`src/rtl/core/mapp_pkg.sv`:
```
`timescale 1ns / 1ps
// ----------------------------------------------------------------------------
// mapp_pkg
// Shared constants, register codes and the command, status and configuration
// structures of the pooling engine.
// ----------------------------------------------------------------------------
package mapp_pkg;

   localparam int MAX_DIM     = 64;
   localparam int MAX_WINDOW  = 8;
   localparam int SAMPLE_BITS = 16;

   localparam int DIM_BITS    = $clog2(MAX_DIM);
   localparam int ADDR_BITS   = 2 * DIM_BITS;
   localparam int SIZE_BITS   = 7;
   localparam int WIN_BITS    = 4;
   localparam int PROD_BITS   = DIM_BITS + SIZE_BITS;
   localparam int SUM_BITS    = PROD_BITS + 1;
   localparam int COUNT_BITS  = $clog2(MAX_WINDOW * MAX_WINDOW + 1);
   localparam int ACC_BITS    = SAMPLE_BITS + $clog2(MAX_WINDOW * MAX_WINDOW);
   localparam int DIV_STEPS   = ACC_BITS;
   localparam int DIV_CNT_BITS = $clog2(DIV_STEPS);
   localparam int CSR_IDX_BITS  = 3;
   localparam int CSR_DATA_BITS = 7;

   // Request codes.
   localparam logic REQ_WRITE = 1'b0;
   localparam logic REQ_QUERY = 1'b1;

   // Pooling modes.
   localparam logic MODE_MAX = 1'b0;
   localparam logic MODE_AVG = 1'b1;

   // Register indexes.
   localparam logic [CSR_IDX_BITS-1:0] CSR_IMAGE_HEIGHT = 3'd0;
   localparam logic [CSR_IDX_BITS-1:0] CSR_IMAGE_WIDTH  = 3'd1;
   localparam logic [CSR_IDX_BITS-1:0] CSR_WINDOW_SIZE  = 3'd2;
   localparam logic [CSR_IDX_BITS-1:0] CSR_STRIDE       = 3'd3;
   localparam logic [CSR_IDX_BITS-1:0] CSR_POOL_MODE    = 3'd4;

   typedef struct packed {
      logic [SIZE_BITS-1:0] image_height;
      logic [SIZE_BITS-1:0] image_width;
      logic [WIN_BITS-1:0]  window_size;
      logic [SIZE_BITS-1:0] stride;
      logic                 pool_mode;
   } cfg_type;

   typedef struct packed {
      logic capture;
      logic prod;
      logic setup;
      logic scan_issue;
      logic div_init;
      logic div_step;
      logic out_load;
   } cmd_type;

   typedef struct packed {
      logic err;
      logic empty;
      logic avg_mode;
      logic scan_last;
      logic div_done;
   } status_type;

endpackage

```
`src/rtl/core/mapp_ctrl.sv`:
```
`timescale 1ns / 1ps
// ----------------------------------------------------------------------------
// mapp_ctrl
// Sequencer of the pooling engine: accepts requests, steps the datapath
// through window scan and divide, and owns the result valid flag.
// ----------------------------------------------------------------------------
module mapp_ctrl (
   input  logic                 clock,
   input  logic                 reset,
   input  logic                 req_valid,
   output logic                 req_ready,
   input  logic                 req_type,
   output logic                 rsp_valid,
   input  logic                 rsp_ready,
   input  mapp_pkg::status_type status,
   output mapp_pkg::cmd_type    cmd
);

   typedef enum logic [2:0] {
      ST_IDLE,
      ST_PROD,
      ST_SETUP,
      ST_SCAN,
      ST_DRAIN,
      ST_DIV_LOAD,
      ST_DIV,
      ST_DONE
   } state_type;

   state_type state_ff, state_in;
   logic      rsp_valid_ff, rsp_valid_in;
   logic      out_free;

   assign req_ready = (state_ff == ST_IDLE);
   assign rsp_valid = rsp_valid_ff;
   assign out_free  = !rsp_valid_ff || rsp_ready;

   always_comb begin
      cmd          = '0;
      state_in     = state_ff;
      rsp_valid_in = rsp_valid_ff && !rsp_ready;
      unique case (state_ff)
         ST_IDLE: begin
            if (req_valid) begin
               cmd.capture = 1'b1;
               if (req_type == mapp_pkg::REQ_QUERY) begin
                  state_in = ST_PROD;
               end
            end
         end
         ST_PROD: begin
            cmd.prod = 1'b1;
            state_in = ST_SETUP;
         end
         ST_SETUP: begin
            cmd.setup = 1'b1;
            if (status.err || status.empty) begin
               state_in = ST_DONE;
            end else begin
               state_in = ST_SCAN;
            end
         end
         ST_SCAN: begin
            cmd.scan_issue = 1'b1;
            if (status.scan_last) begin
               state_in = ST_DRAIN;
            end
         end
         ST_DRAIN: begin
            // The last sample is folded into the accumulator in this cycle.
            state_in = status.avg_mode ? ST_DIV_LOAD : ST_DONE;
         end
         ST_DIV_LOAD: begin
            cmd.div_init = 1'b1;
            state_in = ST_DIV;
         end
         ST_DIV: begin
            cmd.div_step = 1'b1;
            if (status.div_done) begin
               state_in = ST_DONE;
            end
         end
         ST_DONE: begin
            if (out_free) begin
               cmd.out_load = 1'b1;
               rsp_valid_in = 1'b1;
               state_in     = ST_IDLE;
            end
         end
         default: begin
            state_in = ST_IDLE;
         end
      endcase
   end

   always_ff @(posedge clock) begin
      if (reset) begin
         state_ff     <= ST_IDLE;
         rsp_valid_ff <= 1'b0;
      end else begin
         state_ff     <= state_in;
         rsp_valid_ff <= rsp_valid_in;
      end
   end

endmodule

```
`config.mk`:
```
export PLATFORM = sky130hd
export DESIGN_NAME = mapp_ctrl
export DESIGN_NICKNAME = d
export VERILOG_FILES = /design/src/rtl/core/mapp_pkg.sv /design/src/rtl/core/mapp_ctrl.sv
export SDC_FILE = /design/constraint.sdc
export NUM_CORES = 1
export LEC_CHECK = 0
export BUFFER_PORTS_ARGS = -buffer_cell sky130_fd_sc_hd__buf_2
export CORE_AREA = 2 2 39 41
export CTS_CLUSTER_DIAMETER = 120
export CTS_CLUSTER_SIZE = 24
export DETAILED_ROUTE_END_ITERATION = 8
export DIE_AREA = 0 0 41 43
export GPL_ROUTABILITY_DRIVEN = 1
export SYNTH_ARGS = -nofsm -noshare
export SYNTH_HDL_FRONTEND = slang
export SYNTH_SLANG_ARGS = --single-unit
```
`constraint.sdc`:
```
create_clock -name clock -period 1.25 [get_ports clock]
set_input_delay 0 -clock clock [delete_from_list [all_inputs] [get_ports clock]]
set_output_delay 0 -clock clock [all_outputs]
set_load 0.03 [all_outputs]
```
==> results.txt, run 1 <==
The maximum level of the CTS H-tree came out at 1. Setup repair after global routing could not meet its margin everywhere. TritonCTS built the clock tree.

In this run, synthesis inferred 0 flip-flops with an integrated enable. The worst setup path is launched from a flop. For this design the ratio of total power to cell area is 2360 mW/mm2. The required time at the endpoint of the critical path is between 1000 and 1500 ps. For the pin with the worst max-slew slack, the measured transition is 283 ps.

Once placement finished, the instance area stood at ~470 um2. In the synthesized netlist, the cells that appear most often are dfxtp_1, nor3b_1, nand2_1, nor2_1, buf_4. The core footprint came out at 0.00138 mm2.

19 I/O pins were placed. The number of instances in the synthesized netlist came out at 35. The remaining design rule violation count is 0. The total clock buffers created by CTS came out at 3. The share of cells above drive strength 1 came out at 69.4%. The number of global-route vias before repair was roughly 320. The share of the yosys chip area belonging to registers is 26.2%. The min-delay analysis places its worst path in the category primary input to flop. From left edge to right edge, the die measures slightly above 40 um. The number of pins with negative max-slew slack in the final report is 0. The number of antenna violations at the first check in global routing is 0.

Setup violations remaining at the end of the flow were counted as 2. The weighted congestion reported at the end of routability-driven placement is 0.789. The synthesized flop and latch total came out at 4.

In this run switching power makes up a little over two fifths of total power. The portion of total power attributed to sequential cells is about 18%. The top fanout value on the critical path is 4. The repair_antennas step left the layout with diodes totalling 0. Once routing completed, OpenROAD measured the worst setup slack at -12.2 ps.

The count of port buffers added during placement is 18. The first detailed-routing pass took 4 iterations. The final reports fail on negative setup slack. CTS placed an instance of clkbuf_4 at the clock tree root.

The count of clock tree sinks is 4. The estimated wirelength of the detail-placed design came out at between 500 and 600 um. In the synthesized netlist the async set-or-reset flop fraction comes to 0%. The post-synthesis instance area came out at 305 um2. The worst path uses 101% of the clock period.

The pin count of the biggest net entering global routing is 8. The clock passes through at most 2 buffers. The most used flip-flop cell after synthesis is dfxtp_1. Counting I/O delays and the setup requirement, the final critical path takes approximately 1300 ps. The number of maximum-capacitance violations came out at 0. The warning count from the yosys run came out at 0. The layout-stage area growth over the synthesis result is 73.0%.

The mean post-synth cell area is about 8.7 um2. The all-layer global routing usage is 10.3%. The share of synthesized area in the top cell type comes to 26.2%.

The share of power burned in the clock network is around 13%. After clock tree synthesis, the clock-pin slew on the worst setup and hold paths is 30 ps. The first-pass GRT wire length is roughly 1200 um. The switching power summed over all nets came out at between 500 and 600 uW. The run finished, with violations left. The average wire per standard cell came out at between 9 and 10 um. VDD sags by at most around 0.73 mV. At the worst endpoint, the arrival time is ~1400 ps. The overall die height is between 40 and 50 um. The fill cell total of the finished layout is about 150.

The initial standard-cell utilization of the core is around 22%. The cell type contributing the most total cell area after synthesis is dfxtp_1. Headroom to the max-slew limit came out at 81.1%. Sorting the synthesized cells by area gives the leading types as dfxtp_1, nor3b_1, a221oi_2, buf_4, mux2_4. After global routing the overflow that remains totals 0.

The number of hold-slack violations in the final timing report was 0. At the later pin of the worst-skew pair, clock insertion delay measures approximately 230 ps. The routed wire length came out at 755 um.

The detail route stage leaves a number of antenna-violating nets equal to 0. The hold slack is approximately 38 ps. The number of nets handed over by synthesis was 45. The via density per instance is between 4 and 5. The post-synthesis cell type count came out at 24. After routing the design area is 528 um2. The clock arrives with a little under 4 ps of skew. The count of nets after finishing is 74.

The internal cell power is ~700 uW. The total leakage power is roughly 0.00025 uW. The worst setup path is captured at a flop. The combinational power share came out at between 60% and 70%. The floorplan row count came out at 14. The detailed router's first-iteration violation count is 2. Derived from the worst setup path, the maximum achievable clock frequency is between 700 and 800 MHz. The critical path is of the flop to flop type. Summing over every cut layer, the via total after detailed routing is 345. The total die area is roughly 0.0018 mm2.
-- cell families (layout without fill, tap and decap cells) --
| kind of cell | Yosys count | count (layout) | share of synthesized area (%) |
|---|---|---|---|
| compound gates | 8 | 8 | 23.8 |
| buf+inv | 4 | 31 | 8.60 |
| flops | 4 | 4 | 26.2 |
| mux | 2 | 2 | 8.20 |
| simple gates | 17 | 17 | 33.2 |
-- placed cells by master, fill, tap and decap left out, types with 3 or more instances in the layout --
master    netlist  routed
nor3b_2         0       4
nor2_1          3       3
buf_2           0      16
buf_4           2       8
dfxtp_2         0       4
nand2_1         3       3
clkbuf_4        1       4
-- stage by stage --
| step | power [uW] | worst slack, ps | utilization, % | TNS, ps | cells |
|---|---|---|---|---|---|
| finish | 1250 | -12.2 | 38.2 | -16.0 | 78 |
| global placement | 1000 | -3.88 | 33.8 | -4.80 | 72 |
| CTS | 1240 | -8.65 | 37.7 | -9.43 | 78 |
| floorplan | 795 | 17.8 | - | 0 | 35 |
| detailed placement | 1010 | -28.1 | 33.8 | -52.6 | 72 |
| global route | 1350 | -89.1 | 38.2 | -159 | 78 |
-- critical path, stage by stage (launching register included) --
cell,delay [ps]
dfxtp_2,320
a211o_1,270
a21oi_2,170
a31oi_2,70
buf_4,150
a221oi_2,180
-- worst paths after layout --
path / start / to / slack (ps) / depth (start not counted)
worst min register to register: rsp_valid / rsp_valid / 520 / 2
worst min-delay path: req_type / state_ff[1] / 40 / 3
worst max-delay path: state_ff[1] / state_ff[1] / -10 / 5
worst max register to register: state_ff[1] / state_ff[1] / -10 / 5
-- power groups by stage --
stage	clock network (uW)	registers, uW	logic (uW)
floorplan	0	195	600
global placement	0	212	790
detailed placement	0	214	792
CTS	165	218	859
global route	170	225	951
finish	158	220	870
-- state kept, by name (all words and copies together) (netlist names) --
signal	cells
rsp_valid	1
state_ff	3
-- final cells by class --
cell class | count | area (um2) | area share, %
Tap cell | 16 | 20.0 | 3.79
Sequential cell | 4 | 85.1 | 16.1
Multi-Input combinational cell | 27 | 228 | 43.1
Timing Repair Buffer | 27 | 169 | 32.0
Inverter | 1 | 3.75 | 0.711
Clock buffer | 3 | 22.5 | 4.27
-- layer usage --
| metal | wire length (um) | vias to the layer above | track usage [%] |
|---|---|---|---|
| met5 | 0 | - | 0 |
| met4 | 0 | 0 | 8.00 |
| met3 | 42 | 0 | 1.57 |
| met2 | 360 | 14 | 13.8 |
| met1 | 352 | 149 | 13.9 |
| li1 | - | 182 | - |
-- what timing repair did --
item / in CTS / in global routing
buffers inserted: 2 / 0
hold buffers: 1 / 0
setup endpoints to repair: 4 / 5
pin swaps: 2 / 2
resized for setup: 4 / 2
endpoints found under the hold margin: 2 / 0
Power figures use the tool's default switching activity.
==> inputs of run 2 (changes only) <==
- PLACE_DENSITY: not set -> 0.52
==> run 2 against run 1 <==
  * The flow still finishes with violations (negative setup slack)
  * Sequential power is 3% higher
  * Cell count unchanged
  * Critical endpoint unchanged
  * Via count up 4.1%
  * Non-clock buffer count unchanged
  * Maximum frequency rose by 0.52%
  * Worst setup slack improved by 6.6 ps
  * Global-route usage increased by 0.40 points
  * Largest power group unchanged
  * Critical path type unchanged
  * Total power is 5.4% higher
==> results.txt, run 2 (synthesis gave the netlist of run 1 again) <==
The core footprint came out at 0.00138 mm2 (unchanged). The top register by number of flip-flops is state_ff. The register-to-register setup slack came out at -6 ps (about the same). The largest buffer count on any clock path is 2 (unchanged). The all-layer global routing usage came out at 10.7% (+0.40 points). The detailed router's first-iteration violation count is 3 (+1). The internal cell power was 732 uW (+4.5%). The wire length on met1 is 391 um (+11%). The type of the setup path with the least slack is flop to flop. The worst hold path begins at req_type. The width of the die is 41 um (unchanged).

The number of hold-slack violations in the final timing report came to 0 (unchanged). The switching power share of the total was 44.3% (+0.46 points). The worst vdd rail ir drop is 0.931 mV (+28%). The flip-flop count of the largest register, all copies and words added is 3 (unchanged). The via density per instance was 4.60 (+4.1%). The worst setup path is launched from a flop. The run finished, with violations left. The count of port buffers added during placement is 18 (unchanged). The fill cell total of the finished layout came out at 151 (+2.0%). The setup slack at placement is -14.0 ps (+14.1 ps). The number of maximum-capacitance violations is 0 (unchanged). STA classifies the critical path endpoint as a flop. The hold path endpoint is state_ff[1]. The switching power summed over all nets is 583 uW (+6.5%).

The number of pins with negative max-slew slack in the final report came out at 0 (unchanged). The combinational power share is 70.3% (+0.6 points). The average wire per standard cell came out at 10.7 um (+10%). The number of diodes is 0 (unchanged). TritonCTS built the clock tree. After detailed routing, no signal wire sits above met4.

The initial standard-cell utilization of the core came to 22.1% (unchanged). The number of global-route vias before repair is 330 (+3.8%). The core occupancy in the finished layout came out at 40.1% (+1.9 points).

The total number of vias came to 359 (+4.1%). The overall die height came out at 43 um (unchanged). The top achievable clock speed is 796 MHz (+0.52%).

The period utilization came out at 100% (-0.53 points). The worst setup margin came out at -5.59 ps (+6.59 ps). The weighted congestion reported at the end of routability-driven placement is 0.670 (-15%). The final number of setup-violating endpoints is 2 (unchanged).

The depth of the worst register-to-register path came to 5 (unchanged). The library cell used most frequently in the layout, excluding fill and tap cells, is buf_2. The worst clock skew was 0.141 ps (-3.73 ps). The required time at the endpoint of the critical path came to 1400 ps (about the same). The tightest slew margin relative to the limit was 74.1% (-7.0 points).

In this run the critical register-to-register path is captured at state_ff[1]. The number of I/O pins came out at 19 (unchanged). The top fanout value on the critical path came out at 4 (unchanged). Setup repair after global routing could not meet its margin everywhere. The global-route congestion overflow total came out at 0 (unchanged). The number of antenna violations at the first check in global routing is 0 (unchanged). The routed wire length on met2 was 384 um (+6.7%).

The total leakage power is 0.000258 uW (+2.0%). The total die area came to 0.00176 mm2 (unchanged). The detailed route wirelength on metal3 is 52 um (+24%).

The maximum level of the CTS H-tree came out at 1 (unchanged). In the layout the commonest cells are buf_2, buf_4, nor3b_2. The number of iterations in the first detailed-routing pass is 4 (unchanged). From synthesis to final layout, the design area changed by 81.6%. The first-pass GRT wire length came to 1240 um (+1.7%). The floorplan row count came to 14 (unchanged). The total clock buffers created by CTS came out at 3 (unchanged).

The share of power burned in the clock network came to 12.4% (-0.3 points). The routed wire length is 833 um (+10%). The hold slack came to 36.3 ps (-1.77 ps).

The count of nets after finishing came out at 74 (unchanged). The portion of total power attributed to sequential cells is 17.3% (-0.3 points). The number of nets with antenna violations after detailed routing came out at 0 (unchanged). The count of clock tree sinks is 4 (unchanged). The clock network latency to the later pin of the worst-skew pair came out at 230 ps (about the same). The pin count of the biggest net entering global routing came out at 12 (+4). The checks that failed: negative setup slack. The root buffer cell chosen for the clock tree is clkbuf_4. The estimated wirelength of the detail-placed design came to 593 um (+2.6%). The worst endpoint data arrival time is 1400 ps (about the same). The power density normalized to cell area came to 2370 mW/mm2 (+0.42%). The remaining design rule violation count was 0 (unchanged). The tightest min-delay check is of the primary input to flop type. The measured slew at the worst slew-check pin came out at 386 ps (+103 ps). The shortest period the worst path allows came out at 1260 ps (-6.59 ps). The startpoint identified for the worst register-to-register timing path is state_ff[1]. The share of cells above drive strength 1 is 72.6% (+3.2 points).

The worst hold path depth is 3 (unchanged). The clock transition at the registers of the reported paths is 40 ps (about the same).
run 2: per-stage QoR:
| stage | power, uW | area, um2 | instances | TNS [ps] |
|---|---|---|---|---|
| floorplan | 795 | 335 | 35 | 0 |
| global placement | 1020 | 468 | 72 | 0 |
| detailed placement | 1020 | 468 | 72 | -25.1 |
| CTS | 1250 | 520 | 77 | -8.81 |
| global route | 1410 | 554 | 78 | -154 |
| finish | 1320 | 554 | 78 | -7.19 |
run 2: worst max path at each step:
stage / from / endpoint / slack, ps / cells past startpoint
finish: state_ff[1] / state_ff[1] / -6 / 5
global route: state_ff[1] / state_ff[1] / -60 / 5
CTS: state_ff[1] / state_ff[1] / -8 / 5
detailed placement: state_ff[0] / state_ff[0] / -10 / 4
global placement: state_ff[0] / state_ff[0] / 6 / 4
floorplan: state_ff[0] / state_ff[0] / 20 / 4
run 2: area by class of cell:
type	instances	area, um2	area share (%)
multi-input cells	27	248	44.7
repair buffers	27	173	31.2
flip-flops and latches	4	87.6	15.8
clock buffers	3	22.5	4.06
well taps	16	20.0	3.61
inverters	1	3.75	0.677
run 2: power groups by stage:
stage          clock [uW]  sequential, uW  combinational [uW]
2_1_floorplan           0             195                 600
3_3_place_gp            0             210                 807
3_5_place_dp            0             211                 807
4_1_cts               169             220                 861
5_1_grt               174             232                 999
6_report              163             227                 925
run 2: timing repair:
item	4_1_cts	5_1_grt
pin swaps	2	2
endpoints found under the setup margin	4	5
endpoints found under the hold margin	3	0
hold buffers	1	0
gates resized for setup	6	5
setup buffers	1	1
run 2: worst max-delay path, cell delays in order, from the launching register on:
cell and delay [ps]:
dfxtp_2 330, a211o_1 280, a21oi_2 160, a31oi_2 70, buf_4 150, a221oi_2 190
run 2: layer usage:
metal  up-vias  GRT usage (%)
li1        181              -
met1       164           11.9
met2        12           15.9
met3         2           1.57
met4         0           10.0
met5         -              0
==> inputs of run 3 (changes only) <==
- GPL_TIMING_DRIVEN: not set -> 0
- TNS_END_PERCENT: not set -> 50
==> run 3 against run 2 <==
  * The run now ends clean
  * Via count down 4.2%
  * Largest cell class unchanged
  * First-iteration DRC count up 130%
  * Final area is 6.1% lower
  * Highest routed layer unchanged
  * Maximum frequency up 0.84%
  * Count of clock-buffer cells in the layout unchanged
  * Critical path depth down 1
  * Sequential power is 3% lower
  * Clock skew is essentially flat
  * Sequential cell count stayed put
  * Hold slack worse by 0.73 ps
  * Clock power is 4% higher
  * Largest power group unchanged
==> results.txt, run 3 (synthesis gave the netlist of run 1 again) <==
The path class of the tightest hold or removal check is primary input to flop. The clock transition at the registers of the reported paths came to 40 ps (about the same). The initial standard-cell utilization of the core came to 22.1% (unchanged).

The number of maximum-capacitance violations came to 0 (unchanged). The total die area was 0.00176 mm2 (unchanged). The width of the die is 41 um (unchanged). The worst clock skew is 0.284 ps (+0.143 ps). STA classifies the critical path startpoint as a flop.

The estimated wirelength of the detail-placed design came out at 563 um (-5.1%). The detailed router's first-iteration violation count was 7 (+4). The cell sitting at the root of the clock tree is a clkbuf_4. The total leakage power is 0.000236 uW (-8.3%). The global-route congestion overflow total came out at 0 (unchanged).

The via density per instance came out at 4.59 (-0.35%). The worst setup path is of the flop to flop kind. The measured slew at the worst slew-check pin is 281 ps (-105 ps). The number of antenna violations at the first check in global routing was 0 (unchanged). The worst vdd rail ir drop came to 0.690 mV (-26%). The number of iterations in the first detailed-routing pass came out at 4 (unchanged).

The clock network latency to the later pin of the worst-skew pair is 240 ps (about the same). The share of cells above drive strength 1 is 64.4% (-8.2 points). The number of pins with negative max-slew slack in the final report came out at 0 (unchanged). The worst setup margin came to 4.90 ps (+10.5 ps).

The final instance count without filler cells is 75 (-3.8%). The total negative setup slack came out at 0 ps (+7.19 ps). The register-to-register setup slack is 5 ps (about the same). The top cell types in the final layout, fill and taps aside, are buf_2, buf_4. The floorplan row count is 14 (unchanged). The first-pass GRT wire length is 1190 um (-4.5%). The flow ran to the end, and the final reports show no timing, DRC or antenna violations.

The power density normalized to cell area is 2390 mW/mm2 (+0.91%). Ranked by flip-flop count, first place goes to state_ff. Setup repair after global routing could not meet its margin everywhere. STA classifies the critical path endpoint as a flop. The worst endpoint data arrival time is 1370 ps (-30 ps).

The total chip power came out at 1250 uW (-5.2%). The all-layer global routing usage came out at 10.3% (-0.32 points). The number of I/O pins came out at 19 (unchanged). The total clock buffers created by CTS is 3 (unchanged).

The maximum cell stage delay along the critical path was 320 ps (about the same). The top achievable clock speed came out at 803 MHz (+0.84%). The remaining design rule violation count came out at 0 (unchanged). The maximum level of the CTS H-tree is 1 (unchanged).

The count of clock tree sinks was 4 (unchanged). The required time at the endpoint of the critical path came out at 1380 ps (-20 ps). The overall die height was 43 um (unchanged). The flip-flop count of the largest register, all copies and words added is 3 (unchanged).

The weighted congestion reported at the end of routability-driven placement came out at 0.694 (+3.5%). The total number of vias came to 344 (-4.2%). The hold slack came out at 35.6 ps (-0.735 ps). The area growth from synthesis to layout is 70.5%. The number of buffer and inverter stages on the critical path is 0 (-1). The count of nets after finishing came out at 71 (-4.1%). The number of placed cells counting well taps is 69 (-4.2%). TritonCTS built the clock tree. The shortest period the worst path allows is 1250 ps (-10.5 ps). The number of diodes came out at 0 (unchanged).

The largest buffer count on any clock path was 2 (unchanged). The library cell used most frequently in the layout, excluding fill and tap cells, is buf_2. The period utilization is 99.6% (-0.84 points). The final number of setup-violating endpoints came to 0 (-2).

The routed wire length is 801 um (-3.8%). The tightest slew margin relative to the limit is 81.2% (+7.1 points). The top fanout value on the critical path is 3 (-1). The number of global-route vias before repair is 290 (-12%). In this design, the largest share of critical-path delay is due to compound AO/OA/AOI/OAI gates. The setup slack at placement is -64.6 ps (-50.6 ps). The number of hold-slack violations in the final timing report came out at 0 (unchanged). The count of port buffers added during placement came out at 18 (unchanged). The average wire per standard cell was 10.7 um (about the same). The number of nets with antenna violations after detailed routing is 0 (unchanged). The core footprint came to 0.00138 mm2 (unchanged). The signal on the critical path passes through a211o_1 > a21oi_2 > a31oi_2 > mux2_4. The slowest stage of the critical path is the dfxtp_2 cell. The pin count of the biggest net entering global routing is 11 (-1).
[run 3: power by group]
| part | leakage, uW | internal (uW) | switching [uW] |
|---|---|---|---|
| clock network | 0.0000138 | 108 | 60.8 |
| registers | 0.0000342 | 179 | 40.5 |
| logic | 0.000188 | 402 | 456 |
[run 3: worst reg2reg max path, delay by kind of cell, from the launching register on]
kind	cells	cell delay [ps]
AOI/OAI and AO/OA	3	510
DFF	1	320
muxes	1	310
[run 3: metrics by stage]
| step | utilization [%] | area [um2] |
|---|---|---|
| final | 37.6 | 520 |
| after global routing | 37.6 | 520 |
| after CTS | 35.2 | 487 |
| after detailed placement | 31.1 | 430 |
| after global placement | 31.1 | 430 |
| after floorplan | - | 320 |
[run 3: final timing paths]
kind,startpoint,endpoint,depth (start not counted)
worst max register to register,state_ff[1],state_ff[0],4
worst min-delay path,req_type,state_ff[1],3
worst min register to register,rsp_valid,rsp_valid,2
worst max-delay path,state_ff[1],state_ff[0],4
[run 3: what timing repair did]
action	4_1_cts	5_1_grt
hold buffers	1	0
setup endpoints to repair	5	7
pin swaps	3	2
setup buffers	1	1
gates resized for setup	6	9
hold endpoints to repair	3	0
[run 3: metal layers]
metal | vias up | share of wire, % | track usage (%)
met5 | - | 0 | 0
met4 | 0 | 3.4 | 10.0
met3 | 4 | 7.0 | 3.14
met2 | 19 | 40 | 12.8
met1 | 146 | 50 | 13.1
li1 | 175 | - | -
[run 3: final cells by class]
cell class | instances | area (um2)
Timing Repair Buffer | 21 | 135
Buffer | 3 | 32.5
Multi-Input combinational cell | 27 | 220
Inverter | 1 | 3.75
Fill cell | 156 | 863
Tap cell | 16 | 20.0
Sequential cell | 4 | 86.3
Clock buffer | 3 | 22.5
